## src/hdl/sibd_pkg.sv

```systemverilog
package sibd_pkg;

    // default width of the signed input value
    localparam int VALUE_BITS_DEF = 32;

    // alphabet limits
    localparam int MAX_DIGITS = 16;
    localparam int MIN_DIGITS = 2;
    localparam int SLOT_COUNT = 16;

    localparam int CHAR_W   = 8;
    localparam int DIGIT_W  = 4;
    localparam int COUNT_W  = 5;
    localparam int CFG_W    = 64;
    localparam int CFG_IDX_W = 2;

    localparam logic [CHAR_W-1:0] CHAR_MINUS = 8'h2D;
    localparam logic [CHAR_W-1:0] CHAR_PLUS  = 8'h2B;
    localparam logic [CHAR_W-1:0] CHAR_LO    = 8'd32;
    localparam logic [CHAR_W-1:0] CHAR_HI    = 8'd126;

    typedef enum logic [CFG_IDX_W-1:0] {
        CFG_DIGIT_COUNT = 2'd0,
        CFG_CHARS_LOW   = 2'd1,
        CFG_CHARS_HIGH  = 2'd2
    } t_cfg_idx;

    typedef enum logic [2:0] {
        S_IDLE,
        S_START,
        S_DIV,
        S_SIGN,
        S_READ,
        S_EMIT
    } t_state;

    // divider status toward the sequencer
    typedef struct packed {
        logic                done;
        logic [DIGIT_W-1:0]  rem;
    } t_div_stat;

    // character for one digit index of the alphabet
    function automatic logic [CHAR_W-1:0] sibd_char(
        input logic [CFG_W-1:0]   chars_low,
        input logic [CFG_W-1:0]   chars_high,
        input logic [DIGIT_W-1:0] idx
    );
        logic [CFG_W-1:0] word;
        word = idx[DIGIT_W-1] ? chars_high : chars_low;
        return word[{idx[DIGIT_W-2:0], 3'b000} +: CHAR_W];
    endfunction

endpackage

```

## src/hdl/sibd_if.sv

```systemverilog
interface sibd_in_if #(
    parameter int VALUE_BITS = sibd_pkg::VALUE_BITS_DEF
);
    logic                         valid;
    logic                         ready;
    logic signed [VALUE_BITS-1:0] value;

    modport source (output valid, output value, input ready);
    modport sink   (input valid, input value, output ready);
endinterface

interface sibd_out_if;
    logic                        valid;
    logic                        ready;
    logic [sibd_pkg::CHAR_W-1:0] character;
    logic                        is_last;

    modport source (output valid, output character, output is_last, input ready);
    modport sink   (input valid, input character, input is_last, output ready);
endinterface

```

## src/hdl/sibd_alpha.sv

```systemverilog
module sibd_alpha (
    input  logic [sibd_pkg::COUNT_W-1:0] i_digit_count,
    input  logic [sibd_pkg::CFG_W-1:0]   i_chars_low,
    input  logic [sibd_pkg::CFG_W-1:0]   i_chars_high,
    output logic                         o_ok
);
    import sibd_pkg::*;

    logic [CHAR_W-1:0] ch [SLOT_COUNT];
    logic              bad;

    always_comb begin
        for (int i = 0; i < SLOT_COUNT; i++) begin
            ch[i] = sibd_char(i_chars_low, i_chars_high, DIGIT_W'(i));
        end
    end

    // sign characters, non-printable characters and repeats in the used slots
    always_comb begin
        bad = 1'b0;
        for (int i = 0; i < SLOT_COUNT; i++) begin
            if (COUNT_W'(i) < i_digit_count) begin
                if (ch[i] == CHAR_MINUS || ch[i] == CHAR_PLUS ||
                    ch[i] < CHAR_LO || ch[i] > CHAR_HI) begin
                    bad = 1'b1;
                end
                for (int j = 0; j < SLOT_COUNT; j++) begin
                    if (j < i && ch[j] == ch[i]) begin
                        bad = 1'b1;
                    end
                end
            end
        end
    end

    assign o_ok = !bad && (i_digit_count >= COUNT_W'(MIN_DIGITS))
                       && (i_digit_count <= COUNT_W'(MAX_DIGITS));

endmodule

```

## src/hdl/sibd_div.sv

```systemverilog
module sibd_div #(
    parameter int VALUE_BITS = sibd_pkg::VALUE_BITS_DEF
) (
    input  logic                         i_clk,
    input  logic                         i_rst_n,
    input  logic                         i_start,
    input  logic [VALUE_BITS-1:0]        i_dividend,
    input  logic [sibd_pkg::COUNT_W-1:0] i_divisor,
    output sibd_pkg::t_div_stat          o_stat,
    output logic [VALUE_BITS-1:0]        o_quot
);
    import sibd_pkg::*;

    localparam int CNT_W = $clog2(VALUE_BITS);

    logic                  r_busy;
    logic                  r_done;
    logic [CNT_W-1:0]      r_cnt;
    logic [VALUE_BITS-1:0] r_q;
    logic [DIGIT_W-1:0]    r_rem;

    logic [COUNT_W-1:0]    trial;
    logic [COUNT_W-1:0]    diff;
    logic                  take;
    logic [VALUE_BITS-1:0] n_q;
    logic [DIGIT_W-1:0]    n_rem;

    // restoring step: dividend bits leave at the top, quotient bits enter below
    always_comb begin
        trial = {r_rem, r_q[VALUE_BITS-1]};
        diff  = trial - i_divisor;
        take  = (trial >= i_divisor);
        n_q   = {r_q[VALUE_BITS-2:0], take};
        n_rem = take ? diff[DIGIT_W-1:0] : trial[DIGIT_W-1:0];
    end

    always_ff @(posedge i_clk) begin
        if (!i_rst_n) begin
            r_busy <= 1'b0;
            r_done <= 1'b0;
            r_cnt  <= '0;
        end else begin
            r_done <= 1'b0;
            if (i_start) begin
                r_busy <= 1'b1;
                r_cnt  <= CNT_W'(VALUE_BITS - 1);
            end else if (r_busy) begin
                if (r_cnt == '0) begin
                    r_busy <= 1'b0;
                    r_done <= 1'b1;
                end else begin
                    r_cnt <= r_cnt - 1'b1;
                end
            end
        end
    end

    always_ff @(posedge i_clk) begin
        if (i_start) begin
            r_q   <= i_dividend;
            r_rem <= '0;
        end else if (r_busy) begin
            r_q   <= n_q;
            r_rem <= n_rem;
        end
    end

    assign o_stat.done = r_done;
    assign o_stat.rem  = r_rem;
    assign o_quot      = r_q;

endmodule

```

## src/hdl/sibd_stack.sv

```systemverilog
module sibd_stack #(
    parameter int DEPTH = sibd_pkg::VALUE_BITS_DEF,
    parameter int AW    = $clog2(DEPTH)
) (
    input  logic                         i_clk,
    input  logic                         i_we,
    input  logic [AW-1:0]                i_waddr,
    input  logic [sibd_pkg::DIGIT_W-1:0] i_wdata,
    input  logic                         i_re,
    input  logic [AW-1:0]                i_raddr,
    output logic [sibd_pkg::DIGIT_W-1:0] o_rdata
);
    import sibd_pkg::*;

    logic [DIGIT_W-1:0] r_mem [DEPTH];
    logic [DIGIT_W-1:0] r_rdata;

    always_ff @(posedge i_clk) begin
        if (i_we) begin
            r_mem[i_waddr] <= i_wdata;
        end
    end

    always_ff @(posedge i_clk) begin
        if (i_re) begin
            r_rdata <= r_mem[i_raddr];
        end
    end

    assign o_rdata = r_rdata;

endmodule

```

## src/hdl/signed_int_to_base_digits_top.sv

```systemverilog
// channel  | dir | payload                 | handshake
// i_in     | in  | value (signed)          | valid / ready
// o_out    | out | character, is_last      | valid / ready
// i_cfg_*  | in  | idx, data (64b)         | write enable, no wait
//
// one request runs one full division per digit and emits a minus sign first for
// a negative value; the bit-serial divider produces one quotient bit per cycle
// i_in.ready is high only in idle; an invalid alphabet drops the request at once
// reset is synchronous, active low, and clears state and alphabet registers
// o_out holds its character while o_out.ready is low
module signed_int_to_base_digits_top #(
    parameter int VALUE_BITS = sibd_pkg::VALUE_BITS_DEF
) (
    input  logic                           i_clk,
    input  logic                           i_rst_n,
    input  logic                           i_cfg_we,
    input  logic [sibd_pkg::CFG_IDX_W-1:0] i_cfg_idx,
    input  logic [sibd_pkg::CFG_W-1:0]     i_cfg_data,
    sibd_in_if.sink                        i_in,
    sibd_out_if.source                     o_out
);
    import sibd_pkg::*;

    localparam int AW   = $clog2(VALUE_BITS);
    localparam int SP_W = $clog2(VALUE_BITS + 1);

    // alphabet registers
    logic [COUNT_W-1:0] r_digit_count;
    logic [CFG_W-1:0]   r_chars_low;
    logic [CFG_W-1:0]   r_chars_high;

    // sequencer
    t_state              r_state, n_state;
    logic                r_neg;
    logic [VALUE_BITS-1:0] r_mag;
    logic [SP_W-1:0]     r_sp;

    logic                  alpha_ok;
    logic                  div_start;
    t_div_stat             div_stat;
    logic [VALUE_BITS-1:0] div_quot;
    logic                  push;
    logic                  pop;
    logic [SP_W-1:0]       sp_dec;
    logic [DIGIT_W-1:0]    rd_digit;
    logic                  accept;
    logic [VALUE_BITS-1:0] in_value;

    // configuration writes, unknown index ignored
    always_ff @(posedge i_clk) begin
        if (!i_rst_n) begin
            r_digit_count <= '0;
            r_chars_low   <= '0;
            r_chars_high  <= '0;
        end else if (i_cfg_we) begin
            case (i_cfg_idx)
                CFG_DIGIT_COUNT: r_digit_count <= i_cfg_data[COUNT_W-1:0];
                CFG_CHARS_LOW:   r_chars_low   <= i_cfg_data;
                CFG_CHARS_HIGH:  r_chars_high  <= i_cfg_data;
                default: begin
                end
            endcase
        end
    end

    sibd_alpha u_alpha (
        .i_digit_count (r_digit_count),
        .i_chars_low   (r_chars_low),
        .i_chars_high  (r_chars_high),
        .o_ok          (alpha_ok)
    );

    sibd_div #(
        .VALUE_BITS (VALUE_BITS)
    ) u_div (
        .i_clk      (i_clk),
        .i_rst_n    (i_rst_n),
        .i_start    (div_start),
        .i_dividend (r_mag),
        .i_divisor  (r_digit_count),
        .o_stat     (div_stat),
        .o_quot     (div_quot)
    );

    // digits come out least significant first, so they are stacked
    sibd_stack #(
        .DEPTH (VALUE_BITS),
        .AW    (AW)
    ) u_stack (
        .i_clk   (i_clk),
        .i_we    (push),
        .i_waddr (r_sp[AW-1:0]),
        .i_wdata (div_stat.rem),
        .i_re    (pop),
        .i_raddr (sp_dec[AW-1:0]),
        .o_rdata (rd_digit)
    );

    assign in_value = i_in.value;
    assign sp_dec   = r_sp - 1'b1;
    assign accept   = i_in.valid && i_in.ready;

    always_comb begin
        n_state         = r_state;
        i_in.ready      = 1'b0;
        o_out.valid     = 1'b0;
        o_out.is_last   = 1'b0;
        o_out.character = sibd_char(r_chars_low, r_chars_high, rd_digit);
        div_start       = 1'b0;
        push            = 1'b0;
        pop             = 1'b0;
        case (r_state)
            S_IDLE: begin
                i_in.ready = 1'b1;
                // a bad alphabet swallows the request with no output
                if (i_in.valid && alpha_ok) begin
                    n_state = S_START;
                end
            end
            S_START: begin
                div_start = 1'b1;
                n_state   = S_DIV;
            end
            S_DIV: begin
                if (div_stat.done) begin
                    push = 1'b1;
                    if (div_quot != '0) begin
                        n_state = S_START;
                    end else if (r_neg) begin
                        n_state = S_SIGN;
                    end else begin
                        n_state = S_READ;
                    end
                end
            end
            S_SIGN: begin
                o_out.valid     = 1'b1;
                o_out.character = CHAR_MINUS;
                if (o_out.ready) begin
                    n_state = S_READ;
                end
            end
            S_READ: begin
                pop     = 1'b1;
                n_state = S_EMIT;
            end
            S_EMIT: begin
                o_out.valid   = 1'b1;
                o_out.is_last = (r_sp == '0);
                if (o_out.ready) begin
                    n_state = (r_sp == '0) ? S_IDLE : S_READ;
                end
            end
            default: begin
                n_state = S_IDLE;
            end
        endcase
    end

    always_ff @(posedge i_clk) begin
        if (!i_rst_n) begin
            r_state <= S_IDLE;
            r_sp    <= '0;
        end else begin
            r_state <= n_state;
            if (accept) begin
                r_sp <= '0;
            end else if (push) begin
                r_sp <= r_sp + 1'b1;
            end else if (pop) begin
                r_sp <= sp_dec;
            end
        end
    end

    // magnitude taken as unsigned, so the most negative value is exact
    always_ff @(posedge i_clk) begin
        if (accept) begin
            r_neg <= in_value[VALUE_BITS-1];
            r_mag <= in_value[VALUE_BITS-1] ? ('0 - in_value) : in_value;
        end else if (push) begin
            r_mag <= div_quot;
        end
    end

    // no output while a request can be taken
    a_idle_quiet: assert property (@(posedge i_clk) disable iff (!i_rst_n)
        i_in.ready |-> !o_out.valid)
        else $error("output valid while input ready");

    // the last character returns the block to idle
    a_last_idle: assert property (@(posedge i_clk) disable iff (!i_rst_n)
        (o_out.valid && o_out.ready && o_out.is_last) |=> i_in.ready)
        else $error("not idle after last character");

    // digit stack never overflows
    a_sp_range: assert property (@(posedge i_clk) disable iff (!i_rst_n)
        r_sp <= SP_W'(VALUE_BITS))
        else $error("digit stack overflow");

    // divider finishes only while the sequencer waits for it
    a_div_done: assert property (@(posedge i_clk) disable iff (!i_rst_n)
        div_stat.done |-> (r_state == S_DIV))
        else $error("divider done out of sequence");

endmodule
```

## src/flat_wrapper.sv

```systemverilog
// flat-port wrapper written by rule: the top's interface ports become plain ports
module signed_int_to_base_digits_top_flat import sibd_pkg::*;
#(
    parameter int VALUE_BITS = sibd_pkg::VALUE_BITS_DEF
)
  (i_clk, i_rst_n, i_cfg_we, i_cfg_idx, i_cfg_data, i_in_valid, i_in_value, i_in_ready, o_out_valid, o_out_character, o_out_is_last, o_out_ready);
  sibd_in_if #(.VALUE_BITS(VALUE_BITS)) i_in_i ();
  sibd_out_if o_out_i ();
  input  logic i_clk;
  input  logic i_rst_n;
  input  logic i_cfg_we;
  input  logic [sibd_pkg::CFG_IDX_W-1:0] i_cfg_idx;
  input  logic [sibd_pkg::CFG_W-1:0] i_cfg_data;
  input wire logic [$bits(i_in_i.valid)-1:0] i_in_valid;
  input wire logic [$bits(i_in_i.value)-1:0] i_in_value;
  output wire logic [$bits(i_in_i.ready)-1:0] i_in_ready;
  output wire logic [$bits(o_out_i.valid)-1:0] o_out_valid;
  output wire logic [$bits(o_out_i.character)-1:0] o_out_character;
  output wire logic [$bits(o_out_i.is_last)-1:0] o_out_is_last;
  input wire logic [$bits(o_out_i.ready)-1:0] o_out_ready;
  assign i_in_i.valid = i_in_valid;
  assign i_in_i.value = i_in_value;
  assign i_in_ready = i_in_i.ready;
  assign o_out_valid = o_out_i.valid;
  assign o_out_character = o_out_i.character;
  assign o_out_is_last = o_out_i.is_last;
  assign o_out_i.ready = o_out_ready;
  signed_int_to_base_digits_top #(.VALUE_BITS(VALUE_BITS)) u_core (.i_clk(i_clk), .i_rst_n(i_rst_n), .i_cfg_we(i_cfg_we), .i_cfg_idx(i_cfg_idx), .i_cfg_data(i_cfg_data), .i_in(i_in_i), .o_out(o_out_i));
endmodule
```

## config.mk

```make
export PLATFORM = sky130hd
export DESIGN_NAME = signed_int_to_base_digits_top_flat
export DESIGN_NICKNAME = d
export VERILOG_FILES = /design/src/hdl/sibd_pkg.sv /design/src/hdl/sibd_if.sv /design/src/hdl/sibd_alpha.sv /design/src/hdl/sibd_div.sv /design/src/hdl/sibd_stack.sv /design/src/hdl/signed_int_to_base_digits_top.sv /design/src/flat_wrapper.sv
export SDC_FILE = /design/constraint.sdc
export NUM_CORES = 1
export LEC_CHECK = 0
export BUFFER_PORTS_ARGS = -buffer_cell sky130_fd_sc_hd__buf_2
export CAP_MARGIN = 15
export CELL_PAD_IN_SITES_DETAIL_PLACEMENT = 0
export CELL_PAD_IN_SITES_GLOBAL_PLACEMENT = 2
export CORE_UTILIZATION = 40
export CTS_CLUSTER_SIZE = 14
export DETAILED_ROUTE_END_ITERATION = 7
export PLACE_DENSITY = 0.8
export SKIP_CTS_REPAIR_TIMING = 1
export SLEW_MARGIN = 10
export SYNTH_ARGS = -nofsm -noshare
export SYNTH_HDL_FRONTEND = slang
export SYNTH_SLANG_ARGS = --single-unit
```

## constraint.sdc

```tcl
create_clock -name i_clk -period 10.22 [get_ports i_clk]
set_clock_uncertainty 0.05 [all_clocks]
set_input_delay 0.511 -clock i_clk [delete_from_list [all_inputs] [get_ports i_clk]]
set_output_delay 0.511 -clock i_clk [all_outputs]
set_load 0.01 [all_outputs]
```

# --- Word level (Yosys, flattened, before mapping) ---
# Memories as Yosys holds them, arrays and structs flattened. A register that Yosys moved wholly into a read port is not among the register bits.
# Cells that the tools add are included.
totals:
  out_inout_bits: 11
  ramBits: 128
  word_cells: 491
  mem_count: 1
  regBits: 218
  input_bits: 103
classes:
  eq_ne: 164
  n_bitwise: 2
  n_mux: 186
  shifts: 1
  n_lt_le_gt_ge: 51
  n_reduce_logical: 69
  add_sub_neg: 5
mem_list:
  columns: ["memory", "words", "width", "read_ports", "rd_ports_with_merged_regs", "write_ports", "line_no", "text"]
  rows:
  - ["u_core.u_stack.r_mem", 32, 4, 1, 1, 1, "sibd_stack.sv:15", "logic [DIGIT_W-1:0] r_mem [DEPTH];"]
ops:
  columns: ["cell", "n"]
  rows:
  - ["8-bit equality test", 120]
  - ["8-bit by 6-bit equality test with 1-bit output (second input constant)", 32]
  - ["1-bit two-way mux", 165]
  - ["32-bit two-way mux", 5]
  - ["8-bit by 7-bit greater-than comparator with 1-bit output (second input constant)", 16]
  - ["8-bit by 6-bit less-than comparator with 1-bit output (second input constant)", 16]
  - ["64-bit two-way mux", 1]
  - ["64-bit by 7-bit variable part select with 8-bit output", 1]
  - ["1-bit logical OR", 48]
  - ["4-bit by 5-bit less-than comparator with 1-bit output (first input constant)", 8]
  - ["32-bit nonzero test", 1]
  - ["1-bit by 32-bit subtractor with 32-bit output (first input constant)", 1]
  - ["3-bit two-way mux", 7]
  - ["3-bit by 5-bit less-than comparator with 1-bit output (first input constant)", 4]
  - ["3-bit case mux with 6 select lines", 1]
  - ["5-bit two-way mux", 3]
  - ["6-bit two-way mux", 2]
  - ["1-bit by 5-bit less-than comparator with 1-bit output (first input constant)", 2]
  - ["2-bit by 5-bit less-than comparator with 1-bit output (first input constant)", 2]
  - ["8-bit two-way mux", 1]
  - ["2-bit AND reduction", 4]
  - ["6-bit by 1-bit adder with 6-bit output (second input constant)", 1]
  - ["3-bit by 2-bit equality test with 1-bit output (second input constant)", 2]
  - ["3-bit equality test (second input constant)", 2]
  - ["23 further kinds", 33]

# --- Depth between registers and ports, before layout ---
depth:
  word_depth: 162
  mapped_depth: 12
  mapped_depth_nobuf: 12

# --- Hierarchy ---
# A second synthesis with hierarchy kept.
hier_totals:
  hier_cells: 3055
  hier_area_um2: 28593.7
modules_own_cells:
  columns: ["module", "instances", "area_each_um2", "seq_area_each_um2", "cells_each"]
  rows:
  - ["sibd_alpha", 1, 13001.2, 0.0, 1718]
  - ["signed_int_to_base_digits_top", 1, 8391.8, 3833.7, 961]
  - ["sibd_stack", 1, 5178.7, 3963.8, 231]
  - ["sibd_div", 1, 2021.9, 1181.1, 145]

# --- Worst setup path before layout ---
# No wires, ideal clock.
synth_path:
  path_kind: "register to register"
  from: "register u_core.r_sp[0]"
  to: "register u_core.u_stack.r_rdata[3] (netlist: u_core.u_stack.o_rdata[3]) (read register of u_core.u_stack.r_mem) (data pin)"
  setup_slack_ns: 6.785
  arrival_ns: 3.125
  required_ns: 9.910
  n_path_buf: 4
  setup_time_ns: 0.260
  period_less_slack_ns: 3.435
  path_stages_with_launch: 10
  path_cell_list: "dfxtp_1 -> clkbuf_1 -> buf_2 -> inv_1 -> ha_1 -> clkbuf_1 -> clkbuf_1 -> mux4_2 -> mux4_2 -> mux2_2"
synth_between:
  elab_chain_len: 1
synth_lines:
  columns: ["element", "line_no", "text"]
  rows:
  - ["from (decl)", "signed_int_to_base_digits_top.sv:36", "logic [SP_W-1:0] r_sp;"]
  - ["from (signal assigned)", "signed_int_to_base_digits_top.sv:169", "r_sp <= r_sp + 1'b1;"]
  - ["from (signal assigned)", "signed_int_to_base_digits_top.sv:171", "r_sp <= sp_dec;"]
  - ["6-bit by 1-bit subtractor with 6-bit output", "signed_int_to_base_digits_top.sv:100", "assign sp_dec = r_sp - 1'b1;"]
  - ["to (decl)", "sibd_stack.sv:16", "logic [DIGIT_W-1:0] r_rdata;"]
# Every way passes these cells.
# A chain may end at the register's enable or synchronous reset.

# --- Final worst setup path ---
layout_path:
  from: "register u_core.r_chars_low[61]"
  to: "register u_core.r_state[0]"
layout_between:
  elab_chain_len: 127
  word_cells_on_any_way: 145
  classes_between: "order compare (2); eq/ne (18); mux (117); reduce/logical (8)"
layout_lines:
  columns: ["element", "line_no", "text"]
  rows:
  - ["from (decl)", "signed_int_to_base_digits_top.sv:29", "logic [CFG_W-1:0] r_chars_low;"]
  - ["from (signal assigned)", "signed_int_to_base_digits_top.sv:58", "CFG_CHARS_LOW: r_chars_low <= i_cfg_data;"]
  - ["branches (longest 120 deep; another with 8-bit by 6-bit less-than comparator with 1-bit output)", null, null]
  - ["1-bit two-way mux (*)", "sibd_alpha.sv:22", "if (COUNT_W'(i) < i_digit_count) begin"]
  - ["1-bit logical NOT (*)", "sibd_alpha.sv:36", "assign o_ok = !bad && (i_digit_count >= COUNT_W'(MIN_DIGITS))"]
  - ["1-bit logical AND (*)", "sibd_alpha.sv:36", null]
  - ["1-bit logical AND (*)", "sibd_alpha.sv:37", "&& (i_digit_count <= COUNT_W'(MAX_DIGITS));"]
  - ["1-bit logical AND (*)", "signed_int_to_base_digits_top.sv:116", "if (i_in.valid && alpha_ok) begin"]
  - ["2-bit by 1-bit inequality test with 1-bit output (no source line) (*)", null, null]
  - ["4-bit AND reduction (no source line) (*)", null, null]
  - ["to (signal assigned)", "signed_int_to_base_digits_top.sv:165", "r_state <= n_state;"]
  - ["to (decl)", "signed_int_to_base_digits_top.sv:33", "t_state r_state, n_state;"]
# Mark *: on every way between the ends.

==> metrics <==
status=complete, no violations; hold crit path type=in -> reg; dpl ws=5.798 ns; Internal Pwr Total=approximately 2900 uW; CP required=roughly 11 ns; ranking of synthesized cells by area=edfxtp_1 21%, xnor2_1 17%, xor2_1 13%; pins over their slew limit=0; root cell of the clock tree=clkbuf_16; grt total ovfl=0; R2R Path Start=u_core.r_chars_low[61]$_SDFFE_PN0P_; core area=approximately 0.070 mm2; Die W=roughly 270 um; # clock sinks=350; period utilization=0.4578; Layout fillers=6712; Vias=around 23000; Post-DP Area=~0.030 mm2; worst hold slack=between 0.1 and 0.15 ns; Post-DP HPWL=67660 um; Setup crit end kind=flip-flop; Die Ht=between 200 and 300 um; crit path max fanout=19; FF-to-FF End=u_core.r_state[0]$_SDFFE_PN0P_; largest net degree at the start of global routing=90; CP Class=reg -> reg; clock tree buffer depth=3; post-synth net total=3144; I/O pins=approximately 110; final wirelength=roughly 110000 um; number of synthesized flops with an enable pin=197; DR vias/cell=just under 6; final hold vios=0; number of global-route vias before repair=about 23000; RSZ-0062 raised after global routing=false; Pre-antenna DRT Iters=8; Max-slew headroom=0.1694; # DRC=0; Yosys top cell area share=0.2089; register bit count reported by yosys=between 300 and 400; Flop pwr share=0.391; Netlist cell types=61; clock share of power=0.392; Worst-Margin Slew=1.244 ns; Static Leak=approximately 0.012 uW; slowest CP cell=dfxtp_1; Crit. Startpoint=u_core.r_chars_low[61]$_SDFFE_PN0P_; ys flop type=edfxtp_1; Clk Latency, worst-skew pair=around 0.6 ns; gate count after technology mapping=between 3000 and 4000; power consumption=roughly 4200 uW; Worst Path Arrival=approximately 5.2 ns; Die ar.=between 0.07 and 0.08 mm2; Layout area overhead=9.738%; Avg Cell Area, Syn=~9.4 um2; CTS tree=done; initial core utilization=0.4044; PD cells=134.2 mW/mm2; Peak Freq=~210 MHz; slowest stage delay, CP=between 1 and 1.5 ns; cell with the most instances after synthesis=xnor2_1; CTS buffer count=between 40 and 50; Reg2Reg Depth=10; end point of the critical path=u_core.r_state[0]$_SDFFE_PN0P_; synthesized area=0.02832 mm2; min Tclk post-route=roughly 4.7 ns; Final ANT Viol Nets=0; Synth top cells by count=560 x xnor2_1, 435 x xor2_1, 345 x nand2_1; Clk pin slew, worst setup/hold paths=approximately 0.060 ns; num rows=97; Sw Pwr=between 1000 and 1500 uW; initial antenna violation count=5; startpoint types=flip-flop; most frequent CP cell=nand4_1; peak supply drop=approximately 0.00014 V; CP cell instances=xnor2_1 -> nand4_1 -> nor2_1 -> a2111oi_0 -> nand4_1 -> o41ai_1 -> o2111ai_1 -> o31ai_1 -> nand2_1 -> a221oi_1; H-tree depth=2; Logic pwr share=0.217; Synth area leader=edfxtp_1; Antenna Cells=0; sequential element share of the synthesized area=0.3171; first-pass GRT wire length=between 150000 and 200000 um; R2R setup slack=about 5.5 ns; final instance area=0.03107 mm2; GPL Wtd Cong=between 0.9 and 1; PortBufs=between 100 and 150; sw frac=0.3071; asr flop ratio synth=0; Avg WL per Cell=27.40 um; Final TNS setup=0 ns; final setup margin=roughly 5.5 ns; max-cap check violation count=0; number of nets in the layout=slightly above 3000; Synth warnings=0; initial DRC count=2205; GRT Overall Usage=0.2998; share of layout cells above drive strength 1=0.1547; final setup fails=0
-- critical path: cells and delay by family (launching register included) --
| family | cells | cell delay, ns |
|---|---|---|
| simple gates | 4 | 0.57 |
| flops | 1 | 1.12 |
| compound gates | 5 | 2.65 |
| xor+xnor | 1 | 0.20 |
-- per-layer routing --
layer / share of wire / routed length, um / track usage
met1: 0.40 / 43760 / 0.3818
met2: 0.45 / 49320 / 0.4763
met3: 0.086 / 9301 / 0.06139
met4: 0.058 / 6259 / 0.1611
met5: 0.00035 / 38 / 0
-- worst min path at each step --
| stage | start | to | slack, ns | cells after the start |
|---|---|---|---|---|
| 3_3_place_gp | u_core.r_chars_low[7]$_SDFFE_PN0P_ | u_core.r_chars_low[7]$_SDFFE_PN0P_ | 0.40 | 2 |
| 6_report | i_cfg_data[11] | u_core.r_chars_low[11]$_SDFFE_PN0P_ | 0.10 | 3 |
| 2_1_floorplan | u_core.r_sp[5]$_SDFFE_PP0P_ | u_core.r_sp[5]$_SDFFE_PP0P_ | 0.46 | 2 |
| 5_1_grt | i_cfg_data[17] | u_core.r_chars_low[17]$_SDFFE_PN0P_ | 0.1 | 3 |
| 4_1_cts | i_cfg_data[17] | u_core.r_chars_low[17]$_SDFFE_PN0P_ | 0.09 | 3 |
| 3_5_place_dp | u_core.r_chars_low[7]$_SDFFE_PN0P_ | u_core.r_chars_low[7]$_SDFFE_PN0P_ | 0.41 | 2 |
-- power groups by stage --
stage	logic, uW	clock network, uW	registers, uW
3_5_place_dp	894	0	1660
6_report	906	1640	1630
2_1_floorplan	569	0	1680
5_1_grt	977	1710	1630
3_3_place_gp	874	0	1660
4_1_cts	896	1660	1630
-- cell usage in the layout, fill, tap and decap left out, types with 12 or more instances in the layout --
master | netlist | final
xnor2_1 | 560 | 560
xor2_1 | 435 | 435
nand2_1 | 345 | 344
edfxtp_1 | 197 | 197
nand4_1 | 159 | 159
dfxtp_1 | 153 | 152
buf_4 | 17 | 142
nor2_1 | 138 | 137
a21boi_0 | 135 | 135
nor4_1 | 122 | 122
buf_2 | 220 | 113
mux4_2 | 80 | 80
o21ai_0 | 52 | 52
clkbuf_16 | 0 | 43
a21oi_1 | 39 | 39
mux2_2 | 37 | 37
o31ai_1 | 23 | 23
inv_1 | 22 | 22
nor4b_1 | 14 | 14
o21ai_1 | 13 | 13
a211oi_1 | 13 | 13
ha_1 | 13 | 13
nor3_1 | 13 | 12
-- registers in the layout (all words and copies together), names as in the netlist, 3 cells and up --
signal                  cells
u_core.u_div.o_quot        32
u_core.r_sp                 6
u_core.r_digit_count        5
u_core.u_div.r_cnt          5
u_core.r_mag               32
u_core.u_stack.r_mem      128
u_core.r_chars_low         64
u_core.r_state              3
u_core.u_stack.o_rdata      4
u_core.r_chars_high        64
u_core.u_div.r_rem          4
-- cells by family after synthesis --
family,synth area share
buffers and inverters,0.05969
AO/OA/AOI/OAI,0.08077
multiplexers,0.07975
flip-flops,0.3171
adder cells (fa/ha/maj),0.006451
XOR/XNOR,0.3077
AND/OR/NAND/NOR,0.1485
-- final cells by class --
type	instances	area [um2]	share of cell area
Tap cell	940	1176	0.03785
Clock buffer	54	1177	0.03789
Timing Repair Buffer	257	1664	0.05355
Clock inverter	26	326.6	0.01051
Sequential cell	350	8982	0.2891
Multi-Input combinational cell	2317	17670	0.5685
Inverter	22	82.58	0.002657
-- stage by stage --
stage | cells | utilization
after global routing | 3966 | 0.4437
after global placement | 3883 | 0.4217
after floorplan | 3027 | -
after detailed placement | 3884 | 0.4221
after CTS | 3964 | 0.4435
final | 3966 | 0.4437
Note: power is estimated with default switching activity, not from simulation.
